### config.mk
export PLATFORM = sky130hd
export DESIGN_NAME = robot_mode_drive_controller
export DESIGN_NICKNAME = d
export VERILOG_FILES = /design/src/sv/rmdc_pkg.sv /design/src/sv/robot_mode_drive_controller.sv /design/src/sv/rmdc_step.sv
export VERILOG_INCLUDE_DIRS = /design/src /design/src/sv
export SDC_FILE = /design/constraint.sdc
export NUM_CORES = 1
export LEC_CHECK = 0
export BUFFER_PORTS_ARGS = -buffer_cell sky130_fd_sc_hd__buf_2
export CORE_MARGIN = 2
export CORE_UTILIZATION = 47
export DETAILED_ROUTE_END_ITERATION = 10
export HOLD_SLACK_MARGIN = 0.02
export MAX_ROUTING_LAYER = met4
export PLACE_DENSITY_LB_ADDON = 0.25
export REMOVE_ABC_BUFFERS = 1
export SYNTH_ARGS = -nofsm -noshare
export SYNTH_HDL_FRONTEND = slang
export SYNTH_SLANG_ARGS = --single-unit
### constraint.sdc
create_clock -name clk -period 3.9 [get_ports clk]
set_input_delay 0 -clock clk [delete_from_list [all_inputs] [get_ports clk]]
set_output_delay 0 -clock clk [all_outputs]
set_load 0.02 [all_outputs]
### src/sv/robot_mode_drive_controller_macros.svh
// assertion helpers for the robot mode drive controller
`ifndef ROBOT_MODE_DRIVE_CONTROLLER_MACROS_SVH
`define ROBOT_MODE_DRIVE_CONTROLLER_MACROS_SVH

`ifndef SYNTH
`define RMDC_ASSERT_NOW(label, clk, rst, pre, post) \
  label: assert property (@(posedge clk) disable iff (rst) (pre) |-> (post)) \
    else $error("rmdc assertion failed");
`define RMDC_ASSERT_NEXT(label, clk, rst, pre, post) \
  label: assert property (@(posedge clk) disable iff (rst) (pre) |=> (post)) \
    else $error("rmdc assertion failed");
`else
`define RMDC_ASSERT_NOW(label, clk, rst, pre, post)
`define RMDC_ASSERT_NEXT(label, clk, rst, pre, post)
`endif

`endif

### src/sv/rmdc_pkg.sv
package rmdc_pkg;

  typedef enum logic [1:0] {
    MODE_LINE = 2'd0,
    MODE_OBST = 2'd1,
    MODE_WAVE = 2'd2
  } mode_t;

  localparam logic [2:0] REG_CRUISE     = 3'd0;
  localparam logic [2:0] REG_SHARP_TURN = 3'd1;
  localparam logic [2:0] REG_MID_TURN   = 3'd2;
  localparam logic [2:0] REG_SLOW_TURN  = 3'd3;
  localparam logic [2:0] REG_IMPACTS    = 3'd4;
  localparam logic [2:0] REG_BUMP_HOLD  = 3'd5;
  localparam logic [2:0] REG_RES_HOLD   = 3'd6;

  localparam logic [23:0] COL_GREEN   = 24'h7ED321;
  localparam logic [23:0] COL_BLUE    = 24'h20A6D3;
  localparam logic [23:0] COL_RED     = 24'hD32020;
  localparam logic [23:0] COL_START_A = 24'h5520D3;
  localparam logic [23:0] COL_START_B = 24'h20D3C1;

  localparam logic [1:0] WAVE_IDLE = 2'd0;
  localparam logic [1:0] WAVE_LEFT = 2'd1;
  localparam logic [1:0] WAVE_MID  = 2'd2;

  typedef struct packed {
    logic [7:0]  cruise_speed;
    logic [7:0]  sharp_turn_speed;
    logic [7:0]  mid_turn_speed;
    logic [7:0]  slow_turn_speed;
    logic [3:0]  impacts_to_switch;
    logic [15:0] bump_hold_ticks;
    logic [15:0] result_hold_ticks;
  } cfg_t;

  typedef struct packed {
    mode_t       mode;
    logic [3:0]  impact_count;
    logic        wait_release;
    logic [16:0] hold_count;
    logic [1:0]  wave_progress;
  } ctl_t;

  typedef struct packed {
    logic signed [8:0] drive_port1;
    logic signed [8:0] drive_port9;
    logic signed [8:0] drive_port2;
    logic signed [8:0] drive_port10;
    logic [23:0]       led_a_rgb;
    logic [23:0]       led_b_rgb;
  } disp_t;

  typedef struct packed {
    logic line_left_dark;
    logic line_right_dark;
    logic bumper_pressed;
    logic barrier_left;
    logic barrier_middle;
    logic barrier_right;
  } sense_t;

endpackage

### src/sv/robot_mode_drive_controller.sv
// channel      | dir | words           | payload
// s_axis       | in  | one sensor tick | 6 sensor bits in tdata
// m_axis       | out | one per tick     | 4 drives, 2 colors, mode, holding
// apb          | in  | register access | 7 registers at 4*i
//
// one tick per clock cycle unless the result is stalled, result registered in the
// cycle after the sample is taken, by a single pass of next state logic between
// the state registers and the result register
// rst (synchronous) restores register defaults, line mode and start colors
// a stalled result holds in the result register; a new sample is taken
// whenever the result register is empty or being emptied
module robot_mode_drive_controller (
  input  logic        clk,
  input  logic        rst,
  input  logic        s_axis_tvalid,
  output logic        s_axis_tready,
  // line_left_dark, line_right_dark, bumper_pressed, barrier_left,
  // barrier_middle, barrier_right, zero fill
  input  logic [7:0]  s_axis_tdata,
  output logic        m_axis_tvalid,
  input  logic        m_axis_tready,
  // drive_port1, drive_port9, drive_port2, drive_port10, led_a_rgb,
  // led_b_rgb, current_mode, holding, zero fill
  output logic [87:0] m_axis_tdata,
  input  logic        psel,
  input  logic        penable,
  input  logic        pwrite,
  input  logic [4:0]  paddr,
  input  logic [31:0] pwdata,
  output logic [31:0] prdata,
  output logic        pready
);
  import rmdc_pkg::*;

  `include "robot_mode_drive_controller_macros.svh"

  cfg_t   cfg;
  ctl_t   ctl, ctl_next;
  disp_t  disp, disp_next;
  sense_t sense;
  logic   holding_next;
  logic   take, cfg_write;
  logic [2:0] reg_index;

  assign pready    = 1'b1;
  assign reg_index = paddr[4:2];
  assign cfg_write = psel && penable && pwrite && pready;

  assign sense.line_left_dark  = s_axis_tdata[0];
  assign sense.line_right_dark = s_axis_tdata[1];
  assign sense.bumper_pressed  = s_axis_tdata[2];
  assign sense.barrier_left    = s_axis_tdata[3];
  assign sense.barrier_middle  = s_axis_tdata[4];
  assign sense.barrier_right   = s_axis_tdata[5];

  assign s_axis_tready = !m_axis_tvalid || m_axis_tready;
  assign take          = s_axis_tvalid && s_axis_tready;

  rmdc_step u_step (
    .cfg       (cfg),
    .ctl       (ctl),
    .disp      (disp),
    .sense     (sense),
    .ctl_next  (ctl_next),
    .disp_next (disp_next),
    .holding   (holding_next)
  );

  always_ff @(posedge clk) begin
    if (rst) begin
      cfg.cruise_speed      <= 8'd102;
      cfg.sharp_turn_speed  <= 8'd127;
      cfg.mid_turn_speed    <= 8'd76;
      cfg.slow_turn_speed   <= 8'd25;
      cfg.impacts_to_switch <= 4'd3;
      cfg.bump_hold_ticks   <= 16'd400;
      cfg.result_hold_ticks <= 16'd2000;
    end else if (cfg_write) begin
      case (reg_index)
        REG_CRUISE:     cfg.cruise_speed      <= pwdata[7:0];
        REG_SHARP_TURN: cfg.sharp_turn_speed  <= pwdata[7:0];
        REG_MID_TURN:   cfg.mid_turn_speed    <= pwdata[7:0];
        REG_SLOW_TURN:  cfg.slow_turn_speed   <= pwdata[7:0];
        REG_IMPACTS:    cfg.impacts_to_switch <= pwdata[3:0];
        REG_BUMP_HOLD:  cfg.bump_hold_ticks   <= pwdata[15:0];
        REG_RES_HOLD:   cfg.result_hold_ticks <= pwdata[15:0];
        default: begin
        end
      endcase
    end
  end

  always_comb begin
    case (reg_index)
      REG_CRUISE:     prdata = {24'd0, cfg.cruise_speed};
      REG_SHARP_TURN: prdata = {24'd0, cfg.sharp_turn_speed};
      REG_MID_TURN:   prdata = {24'd0, cfg.mid_turn_speed};
      REG_SLOW_TURN:  prdata = {24'd0, cfg.slow_turn_speed};
      REG_IMPACTS:    prdata = {28'd0, cfg.impacts_to_switch};
      REG_BUMP_HOLD:  prdata = {16'd0, cfg.bump_hold_ticks};
      REG_RES_HOLD:   prdata = {16'd0, cfg.result_hold_ticks};
      default:        prdata = 32'd0;
    endcase
  end

  always_ff @(posedge clk) begin
    if (rst) begin
      ctl.mode              <= MODE_LINE;
      ctl.impact_count      <= 4'd0;
      ctl.wait_release      <= 1'b0;
      ctl.hold_count        <= 17'd0;
      ctl.wave_progress     <= WAVE_IDLE;
      disp.drive_port1      <= '0;
      disp.drive_port9      <= '0;
      disp.drive_port2      <= '0;
      disp.drive_port10     <= '0;
      disp.led_a_rgb        <= COL_START_A;
      disp.led_b_rgb        <= COL_START_B;
    end else if (take) begin
      ctl  <= ctl_next;
      disp <= disp_next;
    end
  end

  always_ff @(posedge clk) begin
    if (rst) begin
      m_axis_tvalid <= 1'b0;
    end else if (take) begin
      m_axis_tvalid <= 1'b1;
    end else if (m_axis_tready) begin
      m_axis_tvalid <= 1'b0;
    end
  end

  always_ff @(posedge clk) begin
    if (take) begin
      m_axis_tdata <= {1'b0, holding_next, ctl_next.mode,
                       disp_next.led_b_rgb, disp_next.led_a_rgb,
                       disp_next.drive_port10, disp_next.drive_port2,
                       disp_next.drive_port9, disp_next.drive_port1};
    end
  end

  `RMDC_ASSERT_NEXT(a_hold_counts_down, clk, rst,
    take && (ctl.hold_count != 17'd0), ctl.hold_count == $past(ctl.hold_count) - 17'd1)
  `RMDC_ASSERT_NOW(a_wait_only_in_line, clk, rst,
    ctl.wait_release, (ctl.mode == MODE_LINE) && (ctl.hold_count == 17'd0))
  `RMDC_ASSERT_NOW(a_wave_stopped, clk, rst,
    ctl.mode == MODE_WAVE, (disp.drive_port1 == 9'sd0) && (disp.drive_port9 == 9'sd0) &&
    (disp.drive_port2 == 9'sd0) && (disp.drive_port10 == 9'sd0))
  `RMDC_ASSERT_NOW(a_ready_when_empty, clk, rst,
    !m_axis_tvalid, s_axis_tready)

endmodule

### src/sv/rmdc_step.sv
module rmdc_step (
  input  rmdc_pkg::cfg_t   cfg,
  input  rmdc_pkg::ctl_t   ctl,
  input  rmdc_pkg::disp_t  disp,
  input  rmdc_pkg::sense_t sense,
  output rmdc_pkg::ctl_t   ctl_next,
  output rmdc_pkg::disp_t  disp_next,
  output logic             holding
);
  import rmdc_pkg::*;

  logic hold_active, wait_active, run, released, do_switch;
  logic obs_fwd, obs_left, obs_right, obs_stop;
  logic [1:0] wp_a, wp_b;
  logic bad, good;
  logic signed [8:0] cr, sh, md, sl;

  assign cr = $signed({1'b0, cfg.cruise_speed});
  assign sh = $signed({1'b0, cfg.sharp_turn_speed});
  assign md = $signed({1'b0, cfg.mid_turn_speed});
  assign sl = $signed({1'b0, cfg.slow_turn_speed});

  assign hold_active = (ctl.hold_count != 17'd0);
  assign wait_active = !hold_active && ctl.wait_release;
  assign run         = !hold_active && !ctl.wait_release;
  assign released    = wait_active && !sense.bumper_pressed;
  assign do_switch   = released && (ctl.impact_count >= cfg.impacts_to_switch);

  assign obs_fwd   = !sense.barrier_left && !sense.barrier_middle && !sense.barrier_right;
  assign obs_left  = sense.barrier_left && !sense.barrier_right;
  assign obs_right = !sense.barrier_left && sense.barrier_right;
  assign obs_stop  = !sense.barrier_left && sense.barrier_middle && !sense.barrier_right;

  // wave sequence left, middle, right
  assign wp_a = sense.barrier_left ? WAVE_LEFT : ctl.wave_progress;
  assign bad  = sense.barrier_middle && (wp_a == WAVE_IDLE);
  assign wp_b = (sense.barrier_middle && (wp_a == WAVE_LEFT)) ? WAVE_MID : wp_a;
  assign good = sense.barrier_right && (wp_b == WAVE_MID);

  assign holding = !run;

  // next state
  always_comb begin
    ctl_next = ctl;
    if (hold_active) begin
      ctl_next.hold_count = ctl.hold_count - 17'd1;
    end else if (wait_active) begin
      if (released) begin
        ctl_next.wait_release = 1'b0;
        ctl_next.hold_count   = {1'b0, cfg.bump_hold_ticks};
        if (do_switch) begin
          ctl_next.mode = MODE_OBST;
        end
      end
    end else begin
      case (ctl.mode)
        MODE_LINE: begin
          if (sense.bumper_pressed) begin
            if (ctl.impact_count != 4'd15) begin
              ctl_next.impact_count = ctl.impact_count + 4'd1;
            end
            ctl_next.wait_release = 1'b1;
          end
        end
        MODE_OBST: begin
          if (!obs_fwd && !obs_left && !obs_right && obs_stop) begin
            ctl_next.mode = MODE_WAVE;
          end
        end
        MODE_WAVE: begin
          if (good) begin
            ctl_next.hold_count    = {1'b0, cfg.result_hold_ticks};
            ctl_next.wave_progress = WAVE_IDLE;
            ctl_next.mode          = MODE_LINE;
          end else if (bad) begin
            ctl_next.hold_count    = {1'b0, cfg.result_hold_ticks};
            ctl_next.wave_progress = WAVE_IDLE;
          end else begin
            ctl_next.wave_progress = wp_b;
          end
        end
        default: begin
        end
      endcase
    end
  end

  // drives and colors
  always_comb begin
    disp_next = disp;
    if (do_switch) begin
      disp_next.led_a_rgb = COL_START_A;
      disp_next.led_b_rgb = COL_START_B;
    end
    if (run) begin
      case (ctl.mode)
        MODE_LINE: begin
          if (sense.line_left_dark && sense.line_right_dark) begin
            disp_next.drive_port1  = cr;
            disp_next.drive_port9  = cr;
            disp_next.drive_port2  = -cr;
            disp_next.drive_port10 = -cr;
            disp_next.led_a_rgb    = COL_GREEN;
            disp_next.led_b_rgb    = COL_GREEN;
          end else if (sense.line_right_dark) begin
            disp_next.drive_port1  = -sl;
            disp_next.drive_port9  = -sl;
            disp_next.drive_port2  = -sh;
            disp_next.drive_port10 = -sh;
            disp_next.led_b_rgb    = COL_BLUE;
          end else if (sense.line_left_dark) begin
            disp_next.drive_port1  = sh;
            disp_next.drive_port9  = sh;
            disp_next.drive_port2  = sl;
            disp_next.drive_port10 = sl;
            disp_next.led_a_rgb    = COL_BLUE;
          end else begin
            disp_next.drive_port1  = '0;
            disp_next.drive_port9  = '0;
            disp_next.drive_port2  = '0;
            disp_next.drive_port10 = '0;
            disp_next.led_a_rgb    = COL_RED;
            disp_next.led_b_rgb    = COL_RED;
          end
        end
        MODE_OBST: begin
          if (obs_fwd) begin
            disp_next.drive_port1  = cr;
            disp_next.drive_port9  = cr;
            disp_next.drive_port2  = -cr;
            disp_next.drive_port10 = -cr;
            disp_next.led_a_rgb    = COL_GREEN;
            disp_next.led_b_rgb    = COL_GREEN;
          end else if (obs_left) begin
            disp_next.drive_port1  = -sl;
            disp_next.drive_port9  = -sl;
            disp_next.drive_port2  = -md;
            disp_next.drive_port10 = -md;
            disp_next.led_b_rgb    = COL_BLUE;
          end else if (obs_right) begin
            disp_next.drive_port1  = md;
            disp_next.drive_port9  = md;
            disp_next.drive_port2  = sl;
            disp_next.drive_port10 = sl;
            disp_next.led_a_rgb    = COL_BLUE;
          end else if (obs_stop) begin
            disp_next.drive_port1  = '0;
            disp_next.drive_port9  = '0;
            disp_next.drive_port2  = '0;
            disp_next.drive_port10 = '0;
            disp_next.led_a_rgb    = COL_RED;
            disp_next.led_b_rgb    = COL_RED;
          end
        end
        MODE_WAVE: begin
          if (good) begin
            disp_next.led_a_rgb = COL_GREEN;
            disp_next.led_b_rgb = COL_GREEN;
          end else if (bad) begin
            disp_next.led_a_rgb = COL_RED;
            disp_next.led_b_rgb = COL_RED;
          end
        end
        default: begin
        end
      endcase
    end
  end

endmodule

# Word level (Yosys, flattened, before mapping)
# Cells that the tools add are included.
dict set report op_classes {
  magnitude_cmp 1
  n_mul 0
  reduce_logical 52
  mux 42
  eq_ne 13
  n_shift 0
  n_div 0
  addsub 6
  n_bitwise 2
}
# op n
set ops {}
lappend ops {{$mux W84} 4}
lappend ops {{$mux W24} 6}
lappend ops {{$mux W48} 3}
lappend ops {{$pmux W48 S3} 1}
lappend ops {{$pmux W16 S7} 1}
lappend ops {{$mux W36} 2}
lappend ops {{$pmux W36 S2} 1}
lappend ops {{$mux W60} 1}
lappend ops {{$mux W59} 1}
lappend ops {{$mux W19} 2}
lappend ops {{$mux W18} 2}
lappend ops {{$neg A8 Y9} 4}
lappend ops {{$mux W17} 2}
lappend ops {{$logic_and A1 B1 Y1} 20}
lappend ops {{$reduce_bool A17 Y1} 1}
lappend ops {{$sub A17 B1 Y17 const B} 1}
lappend ops {{$mux W2} 8}
lappend ops {{$reduce_and A2 Y1} 7}
lappend ops {{$logic_not A1 Y1} 11}
lappend ops {{$mux W5} 2}
lappend ops {{$eq A3 B3 Y1 const B} 3}
lappend ops {{$mux W4} 2}
lappend ops {{$reduce_and A4 Y1} 2}
lappend ops {{$mux W7} 1}
lappend ops {{other kinds (20)} 28}
dict set report word_totals {
  regBits 266
  wordCells 136
  mem_count 0
  ram_bits 0
  in_bits 52
  mem_bits_ro 0
  output_inout_bits 123
  latchBits 0
}

# Logic depth before layout (Yosys ltp)
# Gate-level depths: netlist of run 1.
dict set report logic_depth {
  word_depth 12
  mapped_depth 11
  mapped_depth_nobuf 8
}

# By module
# A second synthesis of run 1 with hierarchy kept.
dict set report unflattened {
  cells_unflattened 1647
  hier_area_um2 14370.0
}
# mod n_inst seq_area_each_um2 cells_each area_each_um2
set by_module_without_submodules {}
lappend by_module_without_submodules {robot_mode_drive_controller 1 6195.9 933 10153.5}
lappend by_module_without_submodules {rmdc_step 1 0.0 714 4216.5}

# Least setup slack after synthesis of run 1
# OpenSTA, ideal clock, no wires.
dict set report synth_timing {
  path_kind {flip-flop to flip-flop}
  start {reg m_axis_tvalid}
  end {reg disp[40] (netlist name)}
  t_arrival_ns 4.289
  setup_slack_ns -0.476
  synth_period_minus_slack_ns 4.376
  path_buffers 2
  stages_incl_launch_ff 8
  setup_ns 0.087
  required_ns 3.813
  cell_sequence {dfxtp_1 nand2b_1 nand2_1 inv_1 buf_1 clkbuf_1 o21ai_0 a32oi_1}
}
dict set report synth_via {
  elab_chain_cells 3
}
# item line_no
set synth_lines {}
lappend synth_lines {{start: declaration} robot_mode_drive_controller.sv:20} ;# output logic m_axis_tvalid,
lappend synth_lines {{start signal: assignment} robot_mode_drive_controller.sv:127} ;# m_axis_tvalid <= 1'b0;
lappend synth_lines {{start signal: assignment} robot_mode_drive_controller.sv:129} ;# m_axis_tvalid <= 1'b1;
lappend synth_lines {{start signal: assignment} robot_mode_drive_controller.sv:131} ;# m_axis_tvalid <= 1'b0;
lappend synth_lines {{$logic_not A1 Y1} robot_mode_drive_controller.sv:56} ;# assign s_axis_tready = !m_axis_tvalid || m_axis_tready;
lappend synth_lines {{$logic_or A1 B1 Y1} robot_mode_drive_controller.sv:56}
lappend synth_lines {{via s_axis_tready} robot_mode_drive_controller.sv:16} ;# output logic s_axis_tready,
lappend synth_lines {{$logic_and A1 B1 Y1} robot_mode_drive_controller.sv:57} ;# assign take = s_axis_tvalid && s_axis_tready;
lappend synth_lines {{via take} robot_mode_drive_controller.sv:42} ;# logic take, cfg_write;
# The timed path passes the listed nets, and every way through them passes these cells.
# A chain may end at the register's enable or synchronous reset.

==> reports/metrics.yaml, run 1 <==
clocking:
  cts_tree: "built"
  cts_root_buffer: "clkbuf_16"
  cts_resized: 0
  cts_buffers: 29
  cts_buffer_depth: 3
  clk-insertion-delay-late_ns: 0.56
  clock-sinks: 266
  htree_levels: 1
  clkTransAtPathRegs_ns: 0.06
grt:
  grt_usage: 0.282
  grt_max_degree: 66
  antenna_found_initial: 0
  overflow: 0
  grt_pass1_wl_mm: 67.5
  grt_pass1_vias: 11900
synthesis:
  yosysWarnings: 0
  synth_ff_type: "dfxtp_1"
  syn-cell-area_um2: 13900
  seq_area_frac_synth: 0.446
  synth_area_per_cell_um2: 8.32
  syn_inst: 1669
  synth-seq-cells: 266
  ys_async_sr_fraction: 0
  ys_types: 79
  synth-edff-count: 87
sta:
  max_freq_mhz: 325
  tns_ns: 0
  whs_ns: 0.0436
  worst_pin_slew_ns: 1.24
  slew_violations: 0
  slew_headroom: 0.173
  finalClockSkew_ns: 0.0159
  fin_ws_ns: 0.827
  finalHoldViolCount: 0
  min_period_over_period: 0.788
  setup_viol: 0
  fin_crit_ns: 3.07
  rsz0062_at_grt: "no"
placed_design:
  placed_cells: 2105
  hpwlAfterDp_mm: 30.0
  place_congestion: 0.987
  dpl_worst_slack_ns: 0.902
  port-buffer-count: 136
outcome:
  status: "finished clean"
worst_setup_path:
  worstPathMaxFanout: 31
  critPathLaunchType: "register"
  required_ns: 4.21
  critical_path_class: "register to register"
  worstPathArrival_ns: 3.39
  cp-end-kind: "register"
power_and_ir_drop:
  swShare: 0.434
  power.internal_w: 0.00670
  pwr-share-clk: 0.215
  power_w: 0.0118
  p_per_area_nw_per_um2: 745
  peakVddDrop_v: 0.000502
  comb_power_share: 0.452
  power_switching_w: 0.00513
  p_leak_nw: 6.10
  p_seq_frac: 0.333
drt:
  wirelength_mm: 42.8
  vias: 13100
  wl_per_cell_um: 19.6
  vias_per_cell: 6.01
  drc: 0
  ant_nets: 0
  drtIter0Drc: 1307
  firstDrtPassIters: 5
job:
  max-cap-violations: 0
layout:
  drive_gt1_frac: 0.139
  multi_input_area_um2: 7020
  stdcell_count: 2181
  final_common_cell: "nand2_1"
  area_growth_pct: 14.3
  antennaDiodeCount: 0
  fillerInstances: 2670
  layout.nets: 1841
  register_area_um2: 6200
  layout_common_cells: "nand2_1, dfxtp_1, a21oi_1"
die:
  die_w_um: 176
  core_um2: 28900
  die_height_um: 176
  start_util: 0.480
  die_area_um2: 30900
  rows: 62
  top_level_ports: 175
hold_path:
  hold_path.class: "input pin to register"
==> sequential cells by signal (all words and copies together), names as in the netlist <==
signal	count
m_axis_tdata	87
cfg	68
ctl	26
m_axis_tvalid	1
disp	84
==> per-layer routing <==
| metal | vias to the layer above | global-route usage | routed length (um) |
|---|---|---|---|
| li1 | 6203 | - | - |
| met1 | 6187 | 0.394 | 19000 |
| met2 | 623 | 0.423 | 19000 |
| met3 | 96 | 0.0405 | 3540 |
| met4 | 0 | 0.0882 | 1290 |
| met5 | - | - | 0 |
==> worst max-delay path, cell delays in order (launching register included) <==
cell and delay (ns):
dfxtp_1 0.36, inv_1 0.10, ha_1 0.14, nor4b_2 0.39, nand2_1 0.32, or3_1 0.93, buf_4 0.39, a21o_1 0.18
==> cells by family (layout without fill, tap and decap cells) <==
family	count (synthesis)	in the layout	share of synthesized area
AO/OA/AOI/OAI	484	484	0.218
XOR/XNOR	17	17	0.0107
adder cells (fa/ha/maj)	15	15	0.0135
buffers and inverters	173	285	0.0524
flip-flops	266	266	0.446
multiplexers	30	30	0.0239
other	2	18	0.000541
AND/OR/NAND/NOR	682	682	0.235
==> synth_stat cells, types with 16 or more instances <==
cell | count | area [um2]
and2_1 | 23 | 144
clkbuf_1 | 103 | 387
a21oi_1 | 140 | 701
a31oi_1 | 28 | 175
o21ai_1 | 26 | 130
o21ai_0 | 110 | 551
edfxtp_1 | 87 | 2610
nor3_1 | 52 | 260
a221oi_1 | 16 | 140
nand2_1 | 292 | 1100
nand3_1 | 49 | 245
buf_4 | 18 | 135
mux2i_1 | 23 | 230
inv_1 | 37 | 139
and3_1 | 20 | 125
dfxtp_1 | 179 | 3580
nor2_1 | 127 | 477
a22oi_1 | 36 | 270
==> worst paths after layout <==
path | startpoint | to | slack, ns | cells after the start
max | ctl[2] | m_axis_tdata[9] | 0.83 | 7
min | penable | cfg[64] | 0.04 | 6
max reg2reg | ctl[2] | m_axis_tdata[9] | 0.83 | 7
min reg2reg | disp[26] | disp[26] | 0.46 | 1
==> area by class of cell <==
cell class,count,area share
well taps,384,0.0303
clock inverters,11,0.00418
inverters,38,0.00914
multi-input cells,1246,0.442
repair buffers,193,0.0735
flip-flops and latches,266,0.390
clock buffers,43,0.0503
==> timing repair <==
item	4_1_cts	5_1_grt
hold buffers	22	0
buffers inserted	0	0
endpoints found under the hold margin	80	0
==> through the flow <==
stage	cell area, um2	util
final	15900	0.549
after global routing	15900	0.549
after CTS	15900	0.549
after detailed placement	14800	0.511
after global placement	14800	0.511
after floorplan	13400	-
==> power groups by stage <==
stage          Clock, W  Combinational (W)  Sequential (W)
2_1_floorplan         0            0.00306         0.00435
3_3_place_gp          0            0.00515         0.00398
3_5_place_dp          0            0.00522         0.00399
4_1_cts         0.00257            0.00526         0.00394
5_1_grt         0.00269            0.00583         0.00401
6_report        0.00255            0.00535         0.00394
(Power assumes the default switching activity.)
==> inputs of run 2 (changes only) <==
==> constraint.sdc (replaced) <==
create_clock -name clk -period 2.85 [get_ports clk]
set_input_delay 0 -clock clk [delete_from_list [all_inputs] [get_ports clk]]
set_output_delay 0 -clock clk [all_outputs]
set_load 0.02 [all_outputs]
==> reports/metrics.yaml, run 2 (synthesized netlist as in run 1, its figures left out) <==
die:
  die_area_um2: 30900
  rows: 62
  die_w_um: 176
  core_um2: 28900
  top_level_ports: 175
  start_util: 0.480
  die_height_um: 176
power_and_ir_drop:
  swShare: 0.430
  p_per_area_nw_per_um2: 1030
  p_leak_nw: 6.27
  power_switching_w: 0.00718
  power.internal_w: 0.00952
  p_seq_frac: 0.323
  comb_power_share: 0.467
  power_w: 0.0167
  peakVddDrop_v: 0.000704
  pwr-share-clk: 0.210
clocking:
  clkTransAtPathRegs_ns: 0.06
  cts_root_buffer: "clkbuf_16"
  clock-sinks: 266
  cts_buffers: 27
  postCtsSetupBuffers: 0
  htree_levels: 1
  cts_tree: "built"
  clk-insertion-delay-late_ns: 0.57
  cts_buffer_depth: 3
layout:
  top_regs: "m_axis_tdata x87, disp x84, cfg x68"
  largest_register: "m_axis_tdata"
  layout.nets: 1876
  area_growth_pct: 16.5
  largest_register_ffs: 87
  post-route-util: 0.559
  layout_common_cells: "nand2_1, dfxtp_1, a21oi_1"
  final_common_cell: "nand2_1"
  antennaDiodeCount: 0
  drive_gt1_frac: 0.157
placed_design:
  hpwlAfterDp_mm: 30.9
  place_congestion: 1.01
  dpl_worst_slack_ns: 0.244
  port-buffer-count: 136
drt:
  vias_per_cell: 5.98
  wirelength_mm: 43.6
  wl_per_cell_um: 19.7
  vias: 13200
  firstDrtPassIters: 5
  ant_nets: 0
  drc: 0
  drtIter0Drc: 1260
worst_setup_path:
  required_ns: 3.34
  cp-end-kind: "register"
  critical_path_class: "register to register"
  worstPathArrival_ns: 3.12
  critPathLaunchType: "register"
  worstPathMaxFanout: 14
sta:
  min_period_over_period: 0.922
  fin_ws_ns: 0.223
  max_freq_mhz: 381
  slew_headroom: 0.510
  worst_pin_slew_ns: 0.735
  rsz0062_at_grt: "no"
  fin_crit_ns: 2.63
  tns_ns: 0
  slew_violations: 0
  setup_viol: 0
  finalClockSkew_ns: 0.0155
  finalHoldViolCount: 0
grt:
  grt_pass1_wl_mm: 68.5
  grt_usage: 0.288
  antenna_found_initial: 0
  overflow: 0
  grt_pass1_vias: 12200
  grt_max_degree: 63
job:
  max-cap-violations: 0
outcome:
  status: "finished clean"
hold_path:
  hold_path.class: "input pin to register"
==> run 2: cell count changes in the layout (fill, tap and decap cells not counted), moves of 2 or more <==
cell	before	now
buf_4	36	71
buf_12	0	2
clkbuf_16	29	27
bufinv_16	0	2
clkinvlp_4	2	4
clkbuf_1	12	8
==> run 2: worst paths after layout <==
check	cells past startpoint	end	slack [ns]	start
hold / removal	6	cfg[64]	0.04	penable
setup reg to reg	5	ctl[25]	0.22	ctl[4]
setup / recovery	5	ctl[25]	0.22	ctl[4]
hold reg to reg	1	disp[27]	0.45	disp[27]
==> run 2: what timing repair did <==
| item | 4_1_cts | 5_1_grt |
|---|---|---|
| setup endpoints to repair | 0 | 15 |
| hold buffers | 22 | 0 |
| gates resized for setup | 0 | 1 |
| endpoints found under the hold margin | 92 | 0 |
==> run 2: area by class of cell <==
cell class                 instances  area, um2
clock buffer                      36        719
clock inverter                    13        141
fill                            2680      12800
inverter                          38        145
multi-input combinational       1246       7030
sequential                       266       6200
tap                              384        480
timing repair buffer             230       1470
==> run 2: critical path, cell delays in order, from the launching register on <==
cell and delay, ns:
dfxtp_1 0.39, or4_4 0.70, nor3_4 0.41, nand3_2 0.32
or4_1 0.58, a21oi_1 0.15
==> run 2: power by group through the flow <==
| stage | clock network, W | logic (W) | registers, W |
|---|---|---|---|
| floorplan | 0 | 0.00419 | 0.00595 |
| global placement | 0 | 0.00751 | 0.00544 |
| detailed placement | 0 | 0.00765 | 0.00547 |
| CTS | 0.00356 | 0.00769 | 0.00539 |
| global route | 0.00372 | 0.00851 | 0.00549 |
| finish | 0.00351 | 0.00780 | 0.00539 |
==> run 2: metrics by stage <==
stage          cells  hold WS, ns  instance area, um2
6_report        2213       0.0355               16200
5_1_grt         2213       0.0569               16200
4_1_cts         2213       0.0211               16200
3_5_place_dp    2142        0.230               15100
3_3_place_gp    2142        0.225               15100
2_1_floorplan   1550       0.0691               13400
==> run 2: metal layers <==
metal  vias to the layer above  wire (um)  track usage
met4                         0       1600        0.103
met1                      6269      19400        0.397
li1                       6276          -            -
met5                         -          0            -
met3                       107       3460       0.0418
met2                       583      19200        0.431
==> inputs of run 3 (changes only) <==
--- a/config.mk
+++ b/config.mk
@@ -13,6 +13,7 @@
 export HOLD_SLACK_MARGIN = 0.02
 export MAX_ROUTING_LAYER = met4
 export PLACE_DENSITY_LB_ADDON = 0.25
+export RECOVER_POWER = 100
 export REMOVE_ABC_BUFFERS = 1
 export SYNTH_ARGS = -nofsm -noshare
 export SYNTH_HDL_FRONTEND = slang
==> reports/metrics.yaml, run 3 (synthesized netlist as in run 1, its figures left out) <==
grt:
  grt_usage: 0.288
  grt_pass1_wl_mm: 68.5
  antenna_found_initial: 0
  grt_max_degree: 63
  overflow: 0
  grt_pass1_vias: 12200
clocking:
  postCtsSetupBuffers: 0
  clk-insertion-delay-late_ns: 0.57
  cts_tree: "built"
  cts_buffer_depth: 3
  clock-sinks: 266
  cts_root_buffer: "clkbuf_16"
  cts_buffers: 27
  clkTransAtPathRegs_ns: 0.06
  htree_levels: 1
layout:
  largest_register_ffs: 87
  drive_gt1_frac: 0.0957
  final_common_cell: "nand2_1"
  largest_register: "m_axis_tdata"
  area_growth_pct: 15.2
  fillerInstances: 2752
  top_regs: "m_axis_tdata x87, disp x84, cfg x68"
  antennaDiodeCount: 0
  layout.nets: 1876
  layout_common_cells: "nand2_1, dfxtp_1, a21oi_1"
drt:
  wl_per_cell_um: 19.8
  drc: 0
  vias: 13200
  wirelength_mm: 43.7
  firstDrtPassIters: 5
  ant_nets: 0
  vias_per_cell: 5.98
  drtIter0Drc: 1259
die:
  die_height_um: 176
  die_w_um: 176
  core_um2: 28900
  die_area_um2: 30900
  start_util: 0.480
  rows: 62
  top_level_ports: 175
sta:
  finalClockSkew_ns: 0.0130
  finalHoldViolCount: 0
  slew_violations: 0
  min_period_over_period: 0.927
  tns_ns: 0
  rsz0062_at_grt: "no"
  fin_crit_ns: 2.64
  max_freq_mhz: 379
  worst_pin_slew_ns: 1.41
  fin_ws_ns: 0.209
  slew_headroom: 0.0568
  setup_viol: 0
power_and_ir_drop:
  peakVddDrop_v: 0.000707
  p_leak_nw: 5.91
  power_w: 0.0165
  p_per_area_nw_per_um2: 1030
worst_setup_path:
  crit_buf_inv: 0
  critical_path.top_delay_family: "simple AND/OR/NAND/NOR gates"
  cp-end-kind: "register"
  critical_path_class: "register to register"
  crit_chain: "or4_4 > nor3_4 > nand3_2 > or4_1 > a21oi_1"
  worstPathMaxFanout: 14
  worstPathArrival_ns: 3.11
  critPathLaunchType: "register"
  slowest_stage: "or4_4"
  required_ns: 3.32
  slowest_delay_ns: 0.69
job:
  max-cap-violations: 0
placed_design:
  place_congestion: 1.01
  hpwlAfterDp_mm: 30.9
  dpl_worst_slack_ns: 0.244
  port-buffer-count: 136
outcome:
  status: "finished clean"
hold_path:
  hold_path.class: "input pin to register"
## run 3: cell types whose count changed in the layout (fill, tap and decap cells not counted), sizes merged
cell and delta:
buf -121, clkbuf +121, clkinvlp +1, inv -1
## run 3: repair_timing
| item | CTS | global route |
|---|---|---|
| endpoints found under the setup margin | 0 | 15 |
| endpoints found under the hold margin | 92 | 0 |
| resized for setup | 0 | 1 |
| hold buffers | 22 | 0 |
## run 3: metal layers
layer / wire, um / track usage / vias to the layer above / part of all wire
met3: 3460 / 0.0418 / 106 / 0.079
met2: 19100 / 0.431 / 565 / 0.44
met1: 19500 / 0.397 / 6276 / 0.45
li1: - / - / 6281 / -
met5: 0 / - / - / 0
met4: 1630 / 0.103 / 0 / 0.037
## run 3: path summary, 6_finish.rpt
check	endpoint	depth (start not counted)	slack, ns	from
min reg2reg	disp[27]	1	0.45	disp[27]
min	cfg[64]	6	0.03	penable
max reg2reg	ctl[25]	5	0.21	ctl[4]
max	ctl[25]	5	0.21	ctl[4]
## run 3: per-stage QoR
| step | instances | hold slack (ns) | util | cell area, um2 |
|---|---|---|---|---|
| finish | 2213 | 0.0322 | 0.553 | 16000 |
| global placement | 2142 | 0.225 | 0.522 | 15100 |
| global route | 2213 | 0.0569 | 0.553 | 16000 |
| detailed placement | 2142 | 0.230 | 0.522 | 15100 |
| floorplan | 1550 | 0.0691 | - | 13400 |
| CTS | 2213 | 0.0211 | 0.559 | 16200 |
## run 3: layout make-up
class / count / area [um2] / area share
Clock buffer: 36 / 719 / 0.0450
Clock inverter: 13 / 141 / 0.00884
Inverter: 38 / 144 / 0.00900
Multi-Input combinational cell: 1246 / 7020 / 0.439
Sequential cell: 266 / 6200 / 0.387
Tap cell: 384 / 480 / 0.0300
Timing Repair Buffer: 230 / 1290 / 0.0807
## run 3: power breakdown
part | switching [W] | total [W] | internal, W
sequential | 0.000426 | 0.00541 | 0.00498
clock | 0.00154 | 0.00351 | 0.00197
combinational | 0.00519 | 0.00756 | 0.00238
## run 3: tightest hold or removal path, stage by stage
cell and delay [ns]:
buf_2 0.10, nand3_1 0.11, nor4_1 0.06, buf_4 0.17, nand2_1 0.07, a21oi_1 0.05
